`src/rtl/slms_pkg.sv`:
```
package slms_pkg;

    // Default sizes of the column store and the shifted window.
    localparam int STORE_DEPTH_DEF    = 256;
    localparam int WINDOW_COLUMNS_DEF = 32;

    // The row count is fixed by the 8-bit column format.
    localparam int ROW_COUNT = 8;
    localparam int ROW_W     = 3;

    localparam int COL_W    = 8;
    localparam int ADDR_W   = 8;
    localparam int OFFSET_W = 8;
    localparam int FRAME_W  = 8;
    localparam int DWELL_W  = 16;

    localparam logic [OFFSET_W-1:0] SCROLL_POSITIONS_RST = 8'd106;
    localparam logic [FRAME_W-1:0]  FRAMES_PER_STEP_RST  = 8'd10;
    localparam logic [DWELL_W-1:0]  DWELL_TICKS_RST      = 16'd1000;

    localparam logic [ROW_COUNT-1:0] ROW_ALL_OFF = 8'hff;

    // Input operation codes.
    localparam logic OP_TICK  = 1'b0;
    localparam logic OP_WRITE = 1'b1;

    // Configuration port.
    localparam int PADDR_W = 4;
    localparam int PDATA_W = 32;
    localparam int REG_IDX_W = 2;

    localparam logic [REG_IDX_W-1:0] REG_SCROLL_POSITIONS = 2'd0;
    localparam logic [REG_IDX_W-1:0] REG_FRAMES_PER_STEP  = 2'd1;
    localparam logic [REG_IDX_W-1:0] REG_DWELL_TICKS      = 2'd2;

    typedef struct packed {
        logic              op;
        logic [ADDR_W-1:0] column_address;
        logic [COL_W-1:0]  column_bits;
    } t_in_item;

    typedef struct packed {
        logic                 serial_data;
        logic                 shift_clock;
        logic                 latch;
        logic [ROW_COUNT-1:0] row_drive;
        logic [OFFSET_W-1:0]  scroll_offset;
    } t_out_item;

endpackage

```
`src/rtl/scrolling_led_matrix_scanner.sv`:
```
// Tick path: the store read happens at the accept edge into the read stage, and the
// result then moves to the output register when it is free; write beats give no result.
// Throughput: one beat per cycle while the output is not stalled.
// Reset: synchronous, active low. After reset the column store is swept to zero,
// one entry per cycle, over every entry; input ready stays low during the sweep
// while configuration writes are taken as usual.
module scrolling_led_matrix_scanner
    import slms_pkg::*;
#(
    parameter int STORE_DEPTH    = STORE_DEPTH_DEF,
    parameter int WINDOW_COLUMNS = WINDOW_COLUMNS_DEF
) (
    input  logic               i_clk,
    input  logic               i_rst_n,

    input  logic               i_in_valid,
    output logic               o_in_ready,
    input  t_in_item           i_in_data,

    output logic               o_out_valid,
    input  logic               i_out_ready,
    output t_out_item          o_out_data,

    input  logic               psel,
    input  logic               penable,
    input  logic               pwrite,
    input  logic [PADDR_W-1:0] paddr,
    input  logic [PDATA_W-1:0] pwdata,
    output logic [PDATA_W-1:0] prdata,
    output logic               pready
);

    localparam int AW        = $clog2(STORE_DEPTH);
    localparam int BW        = $clog2(WINDOW_COLUMNS);
    localparam int SUM_MAX   = (1 << OFFSET_W) - 1 + WINDOW_COLUMNS - 1;
    localparam int SUM_W     = $clog2(SUM_MAX + 1);
    localparam int MOD_STEPS = SUM_MAX / STORE_DEPTH;

    // Configuration registers.
    logic [OFFSET_W-1:0] r_scroll_positions;
    logic [FRAME_W-1:0]  r_frames_per_step;
    logic [DWELL_W-1:0]  r_dwell_ticks;

    // Scan state.
    logic [OFFSET_W-1:0] r_offset, n_offset;
    logic [FRAME_W-1:0]  r_frame, n_frame;
    logic [ROW_W-1:0]    r_row, n_row;
    logic [BW-1:0]       r_bit_index, n_bit_index;
    logic                r_clock_phase, n_clock_phase;
    logic                r_display, n_display;
    logic [DWELL_W-1:0]  r_dwell, n_dwell;

    // Clearing sweep.
    logic                r_clr_active;
    logic [AW-1:0]       r_clr_addr;

    // Column store.
    logic [COL_W-1:0]    mem [STORE_DEPTH];
    logic [COL_W-1:0]    r_rd_data;
    logic [SUM_W-1:0]    rd_sum;
    logic [AW-1:0]       rd_addr;
    logic                wr_en;
    logic [AW-1:0]       wr_addr;
    logic [COL_W-1:0]    wr_data;

    // Read stage and output register.
    logic                r_s1_valid;
    logic                r_s1_shift;
    logic [ROW_W-1:0]    r_s1_row;
    t_out_item           r_s1_item;
    t_out_item           s1_out;
    logic                r_out_valid;
    t_out_item           r_out_item;

    logic                out_free;
    logic                s1_move;
    logic                in_acc;
    logic                tick_acc;
    logic                write_acc;
    logic                cfg_wr;
    logic [REG_IDX_W-1:0] cfg_idx;
    logic [DWELL_W-1:0]  dwell_limit;
    logic [DWELL_W-1:0]  dwell_inc;
    logic [FRAME_W-1:0]  frame_inc;
    logic [OFFSET_W-1:0] offset_inc;
    t_out_item           tick_item;

    assign out_free   = !r_out_valid || i_out_ready;
    assign s1_move    = r_s1_valid && out_free;
    assign o_in_ready = !r_clr_active && (!r_s1_valid || out_free);
    assign in_acc     = i_in_valid && o_in_ready;
    assign tick_acc   = in_acc && (i_in_data.op == OP_TICK);
    assign write_acc  = in_acc && (i_in_data.op == OP_WRITE);

    assign o_out_valid = r_out_valid;
    assign o_out_data  = r_out_item;

    // ---------------------------------------------------------------
    // Configuration port
    // ---------------------------------------------------------------
    assign pready  = 1'b1;
    assign cfg_idx = paddr[PADDR_W-1:2];
    assign cfg_wr  = psel && penable && pwrite;

    always_comb begin
        case (cfg_idx)
            REG_SCROLL_POSITIONS: prdata = PDATA_W'(r_scroll_positions);
            REG_FRAMES_PER_STEP:  prdata = PDATA_W'(r_frames_per_step);
            REG_DWELL_TICKS:      prdata = PDATA_W'(r_dwell_ticks);
            default:              prdata = '0;
        endcase
    end

    always_ff @(posedge i_clk) begin
        if (!i_rst_n) begin
            r_scroll_positions <= SCROLL_POSITIONS_RST;
            r_frames_per_step  <= FRAMES_PER_STEP_RST;
            r_dwell_ticks      <= DWELL_TICKS_RST;
        end else if (cfg_wr) begin
            case (cfg_idx)
                REG_SCROLL_POSITIONS: r_scroll_positions <= pwdata[OFFSET_W-1:0];
                REG_FRAMES_PER_STEP:  r_frames_per_step  <= pwdata[FRAME_W-1:0];
                REG_DWELL_TICKS:      r_dwell_ticks      <= pwdata[DWELL_W-1:0];
                default: ;
            endcase
        end
    end

    // ---------------------------------------------------------------
    // Column store: one write port shared by the sweep and write beats,
    // one registered read port used by tick beats.
    // ---------------------------------------------------------------
    always_comb begin
        rd_sum = SUM_W'(r_offset) + SUM_W'(r_bit_index);
        // The window wraps around the end of the store.
        for (int k = 0; k < MOD_STEPS; k++) begin
            if (rd_sum >= SUM_W'(STORE_DEPTH)) begin
                rd_sum = rd_sum - SUM_W'(STORE_DEPTH);
            end
        end
        rd_addr = AW'(rd_sum);
    end

    always_comb begin
        if (r_clr_active) begin
            wr_en   = 1'b1;
            wr_addr = r_clr_addr;
            wr_data = '0;
        end else begin
            wr_en   = write_acc && (32'(i_in_data.column_address) < STORE_DEPTH);
            wr_addr = AW'(i_in_data.column_address);
            wr_data = i_in_data.column_bits;
        end
    end

    always_ff @(posedge i_clk) begin
        if (wr_en) begin
            mem[wr_addr] <= wr_data;
        end
        if (tick_acc) begin
            r_rd_data <= mem[rd_addr];
        end
    end

    always_ff @(posedge i_clk) begin
        if (!i_rst_n) begin
            r_clr_active <= 1'b1;
            r_clr_addr   <= '0;
        end else if (r_clr_active) begin
            r_clr_addr <= r_clr_addr + 1'b1;
            if (r_clr_addr == AW'(STORE_DEPTH - 1)) begin
                r_clr_active <= 1'b0;
            end
        end
    end

    // ---------------------------------------------------------------
    // Scan sequencer, advanced once per tick beat.
    // ---------------------------------------------------------------
    assign dwell_limit = (r_dwell_ticks == '0) ? DWELL_W'(1) : r_dwell_ticks;
    assign dwell_inc   = r_dwell + 1'b1;
    assign frame_inc   = r_frame + 1'b1;
    assign offset_inc  = r_offset + 1'b1;

    always_comb begin
        n_offset      = r_offset;
        n_frame       = r_frame;
        n_row         = r_row;
        n_bit_index   = r_bit_index;
        n_clock_phase = r_clock_phase;
        n_display     = r_display;
        n_dwell       = r_dwell;

        if (r_display) begin
            n_dwell = dwell_inc;
            if (dwell_inc >= dwell_limit) begin
                n_dwell   = '0;
                n_display = 1'b0;
                n_row     = r_row + 1'b1;
                if (r_row == ROW_W'(ROW_COUNT - 1)) begin
                    n_frame = frame_inc;
                    if (frame_inc >= r_frames_per_step) begin
                        n_frame  = '0;
                        n_offset = (offset_inc >= r_scroll_positions) ? '0 : offset_inc;
                    end
                end
            end
        end else if (!r_clock_phase) begin
            n_clock_phase = 1'b1;
        end else begin
            n_clock_phase = 1'b0;
            n_bit_index   = r_bit_index + 1'b1;
            if (r_bit_index == BW'(WINDOW_COLUMNS - 1)) begin
                n_bit_index = '0;
                n_display   = 1'b1;
                n_dwell     = '0;
            end
        end
    end

    always_ff @(posedge i_clk) begin
        if (!i_rst_n) begin
            r_offset      <= '0;
            r_frame       <= '0;
            r_row         <= '0;
            r_bit_index   <= '0;
            r_clock_phase <= 1'b0;
            r_display     <= 1'b0;
            r_dwell       <= '0;
        end else if (tick_acc) begin
            r_offset      <= n_offset;
            r_frame       <= n_frame;
            r_row         <= n_row;
            r_bit_index   <= n_bit_index;
            r_clock_phase <= n_clock_phase;
            r_display     <= n_display;
            r_dwell       <= n_dwell;
        end
    end

    // Pin levels known at accept time; the pixel bit is filled in after the read.
    always_comb begin
        tick_item.serial_data   = 1'b0;
        tick_item.scroll_offset = r_offset;
        if (r_display) begin
            tick_item.shift_clock = 1'b0;
            tick_item.latch       = 1'b1;
            tick_item.row_drive   = ~(ROW_COUNT'(1) << r_row);
        end else begin
            tick_item.shift_clock = r_clock_phase;
            tick_item.latch       = 1'b0;
            tick_item.row_drive   = ROW_ALL_OFF;
        end
    end

    // ---------------------------------------------------------------
    // Read stage and output register
    // ---------------------------------------------------------------
    always_ff @(posedge i_clk) begin
        if (!i_rst_n) begin
            r_s1_valid <= 1'b0;
        end else if (tick_acc) begin
            r_s1_valid <= 1'b1;
        end else if (s1_move) begin
            r_s1_valid <= 1'b0;
        end
    end

    always_ff @(posedge i_clk) begin
        if (tick_acc) begin
            r_s1_shift <= !r_display;
            r_s1_row   <= r_row;
            r_s1_item  <= tick_item;
        end
    end

    always_ff @(posedge i_clk) begin
        if (!i_rst_n) begin
            r_out_valid <= 1'b0;
        end else if (s1_move) begin
            r_out_valid <= 1'b1;
        end else if (i_out_ready) begin
            r_out_valid <= 1'b0;
        end
    end

    // Bit 7 of a column is the top row.
    always_comb begin
        s1_out             = r_s1_item;
        s1_out.serial_data = r_s1_shift && r_rd_data[ROW_W'(ROW_COUNT - 1) - r_s1_row];
    end

    always_ff @(posedge i_clk) begin
        if (s1_move) begin
            r_out_item <= s1_out;
        end
    end

endmodule
```
`config.mk`:
```
export PLATFORM = sky130hd
export DESIGN_NAME = scrolling_led_matrix_scanner
export DESIGN_NICKNAME = d
export VERILOG_FILES = /design/src/rtl/slms_pkg.sv /design/src/rtl/scrolling_led_matrix_scanner.sv
export SDC_FILE = /design/constraint.sdc
export NUM_CORES = 2
export LEC_CHECK = 0
export BUFFER_PORTS_ARGS = -buffer_cell sky130_fd_sc_hd__buf_2
export CORE_ASPECT_RATIO = 1.75
export CORE_UTILIZATION = 61
export CTS_CLUSTER_SIZE = 25
export DETAILED_ROUTE_END_ITERATION = 10
export PLACE_DENSITY = 0.77
export SYNTH_ARGS = -nofsm -noshare
export SYNTH_HDL_FRONTEND = slang
export SYNTH_SLANG_ARGS = --single-unit
export TNS_END_PERCENT = 100
```
`constraint.sdc`:
```
create_clock -name i_clk -period 22.4 [get_ports i_clk]
set_input_delay 4.48 -clock i_clk [delete_from_list [all_inputs] [get_ports i_clk]]
set_output_delay 4.48 -clock i_clk [all_outputs]
set_load 0.01 [all_outputs]
```
==> flow_summary.toml <==
[run_status]
status = "finished with violations"
violations = "slew limit"

[clocking]
clockBufferDepth = 3
cts_resized = 0
cts.clk_slew.worst_paths_ns = 0.06
ctsHtreeMaxLevel = 4
cts_tree = "yes"
post_cts_buffers = 0
ctsRootBufferMaster = "clkbuf_16"
clkSinkCount = 2182
cts_buffers = 173
worstSkewPairLatency_ns = 0.82
ctsHoldBuffers = 0

[worst_setup_path]
critPathLaunchType = "input port"
cp_top_family = "simple AND/OR/NAND/NOR gates"
cpMostUsedCell = "buf_2"
cp-end-kind = "output port"
slowest_delay_ns = 0.79
cp_slowest_cell = "nor2b_1"
arrival_ns = 5.86
critPathKind = "in -> out"
path_cells = "buf_2, nor2b_1, nand2_1, o21ai_0, buf_2"
cp_max_fo = 17
worst-path-buf-inv = 2
worstPathRequired_ns = 17.92

[global_routing]
grt_start_max_net_pins = 257
antenna_found_initial = 8
grt_usage_pct = 30.5
grt_pass1_vias = 44600
grt_overflow = 0
grt_pass1_wl_mm = 308

[synth]
netlist_area_mm2 = 0.0865
synthArstFlopShare_pct = 0
yosys.area_share.adder_pct = 0.732
synth.distinct_cells = 73
yosys-top-cells-area = "edfxtp_1, mux4_2, dfxtp_1, nand2_1, nor2_1"
netlist_instances = 4335
synth.top_cell.area_share_pct = 72.8
synth_top_family_by_area = "multiplexers"
avgSynthCellArea_um2 = 20.0
synth_seq_area_share_pct = 74.8
muxShareOfSynthArea_pct = 16.0
yosys.area_share.simple_pct = 4.29
synthFlopType = "edfxtp_1"
ys_ff_latch = 2182
synth_compound_area_share_pct = 1.94
synth-xor-area-share_pct = 0.485
synth_edf_count = 2097
ys_warn_count = 0
synth_top_area_cell = "edfxtp_1"

[place]
portBuffers = 78
gp_congestion = 0.875
dp_hpwl_mm = 126
dpl.cell_count = 6096

[timing]
fin_tns_setup_ns = 0
max-slew-margin-rel_pct = -12.6
min_period_over_period_pct = 46.2
final_hold_viol_count = 0
fin_hold_ws_ns = 0.418
slew_violations = 107
fin_crit_ns = 10.34
tightestPinTransition_ns = 1.69
max_clock_freq_mhz = 96.7
rsz0062_at_grt = "no"
setup_violations = 0
fin_skew_ns = 0.0314

[route]
postRouteWirelength_mm = 213
drc = 0
routed_via_density = 6.75
met2_length_mm = 109
highest_layer = "met5"
drt_iter0_markers = 5650
wl_met3_mm = 19.9
ant_nets = 0
wl_per_cell_um = 33.2
m1WireLength_mm = 67.5
dr.pass1.iters = 8
vias = 43300

[power_and_ir_drop]
powerDensity_mw_per_mm2 = 79.8
switching_share_pct = 19.4
intPower_mw = 6.07
seq_power_share_pct = 58.5
vdd_drop_max_uv = 64.4
clockPowerShare_pct = 40.7
p_sw_mw = 1.46
power.leakage_nw = 29.9
pwr-share-comb_pct = 0.7

[job]
maxCapViolations = 0

[floorplan]
fp.dieW_um = 287
io_pins = 114
core-area_mm2 = 0.141
die_h_um = 500
row_count = 182
dieArea_mm2 = 0.143
start_util_pct = 61.6

[finish]
regArea_mm2 = 0.0647
multiInputGateArea_mm2 = 0.0205
nFillCells = 8407
stdcell_count = 6413
final_cell_mix = "edfxtp_1, mux4_2, nand2_1"
fin_nets = 4541
area.growth.synth_to_final_pct = 9.16
mostFrequentLayoutCell = "edfxtp_1"
layout-drive-gt1-share_pct = 22.6
post-route-util_pct = 67.2

[min_path]
hold_class = "reg -> reg"
-- Yosys cell counts (6+ instances only) --
| master | count |
|---|---|
| or3_1 | 8 |
| a32oi_1 | 25 |
| mux2i_1 | 68 |
| xor2_1 | 15 |
| nor3b_1 | 6 |
| dfxtp_1 | 85 |
| o31ai_1 | 6 |
| ha_1 | 49 |
| nor3_1 | 17 |
| nand2_1 | 315 |
| nand2b_1 | 9 |
| edfxtp_1 | 2097 |
| buf_4 | 72 |
| a21oi_1 | 23 |
| a21o_1 | 11 |
| inv_1 | 50 |
| a21boi_0 | 16 |
| a221oi_1 | 6 |
| o21a_1 | 6 |
| a211oi_1 | 6 |
| buf_2 | 51 |
| and3_1 | 14 |
| or2_2 | 6 |
| a32o_1 | 6 |
| nand3_1 | 90 |
| o22ai_1 | 6 |
| nor2b_1 | 27 |
| mux4_2 | 584 |
| o21ai_0 | 57 |
| and2_1 | 18 |
| xnor2_1 | 31 |
| o32ai_1 | 6 |
| a31oi_1 | 17 |
| clkbuf_1 | 106 |
| nor2_1 | 307 |
| nand4_1 | 22 |
| o211ai_1 | 16 |
| buf_1 | 15 |
-- cell type report --
class                      count  share of cell area, %
clock buffer                 204                   4.75
timing repair buffer         156                   1.17
tap                         1840                   2.44
multi-input combinational   1867                   21.8
sequential                  2182                   68.5
clock inverter               110                   1.18
antenna                        3                0.00795
inverter                      51                  0.203
-- metrics by stage --
stage	setup WS (ns)	power (mW)	instance area (um2)
floorplan	10.33	4.52	86500
finish	12.06	7.53	94400
CTS	12.06	7.54	94400
global placement	12.08	4.55	88800
global route	11.86	7.68	94400
detailed placement	12.06	4.55	88800
-- worst reg2reg max path, stage by stage (launching register included) --
cell     delay [ns]
dfxtp_1        0.57
ha_4           0.53
buf_4          0.84
buf_12         0.59
buf_4          0.67
mux4_2         0.65
mux4_2         0.49
mux2i_1        0.77
o31ai_1        0.12
nor3_1         0.63
a31oi_1        0.20
-- power groups by stage --
| stage | Combinational [mW] | Sequential, mW | Clock, mW |
|---|---|---|---|
| detailed placement | 0.0542 | 4.50 | 0 |
| finish | 0.0561 | 4.41 | 3.07 |
| global route | 0.0575 | 4.41 | 3.22 |
| global placement | 0.0533 | 4.50 | 0 |
| floorplan | 0.0280 | 4.50 | 0 |
| CTS | 0.0544 | 4.41 | 3.08 |
-- registers in the layout, indices dropped and copies added, names as in the netlist --
register and cells:
r_clock_phase 1, r_frames_per_step 8, r_frame 8, r_s1_valid 1, r_clr_addr 8, r_offset 8, r_dwell 16, mem 2048
r_s1_shift 1, r_row 3, r_clr_active 1, o_out_data 19, r_display 1, r_rd_data 8, r_dwell_ticks 16, r_s1_row 3
r_scroll_positions 8, r_s1_item 18, r_bit_index 5, o_out_valid 1
-- final timing paths --
path | end | depth (start not counted) | slack [ns] | from
max | prdata[0] | 5 | 12.06 | paddr[2]
min | o_out_data[1] | 0 | 0.42 | r_s1_item[1]
max reg2reg | r_rd_data[6] | 10 | 16.03 | r_offset[0]
min reg2reg | o_out_data[1] | 0 | 0.42 | r_s1_item[1]
-- cell families (layout without fill, tap and decap cells) --
group,count (synthesis),count (layout)
compound gates,241,241
xor+xnor,47,47
fa+ha+maj,50,50
buf+inv,301,521
flops,2182,2182
mux,654,654
other cells,2,20
simple gates,858,858
-- layer usage --
metal | GRT usage, % | vias to the layer above
met5 | 0 | -
met4 | 19.7 | 6
met3 | 5.46 | 643
met2 | 51.6 | 2636
met1 | 35.8 | 22300
li1 | - | 17800
Power figures use the tool's default switching activity.
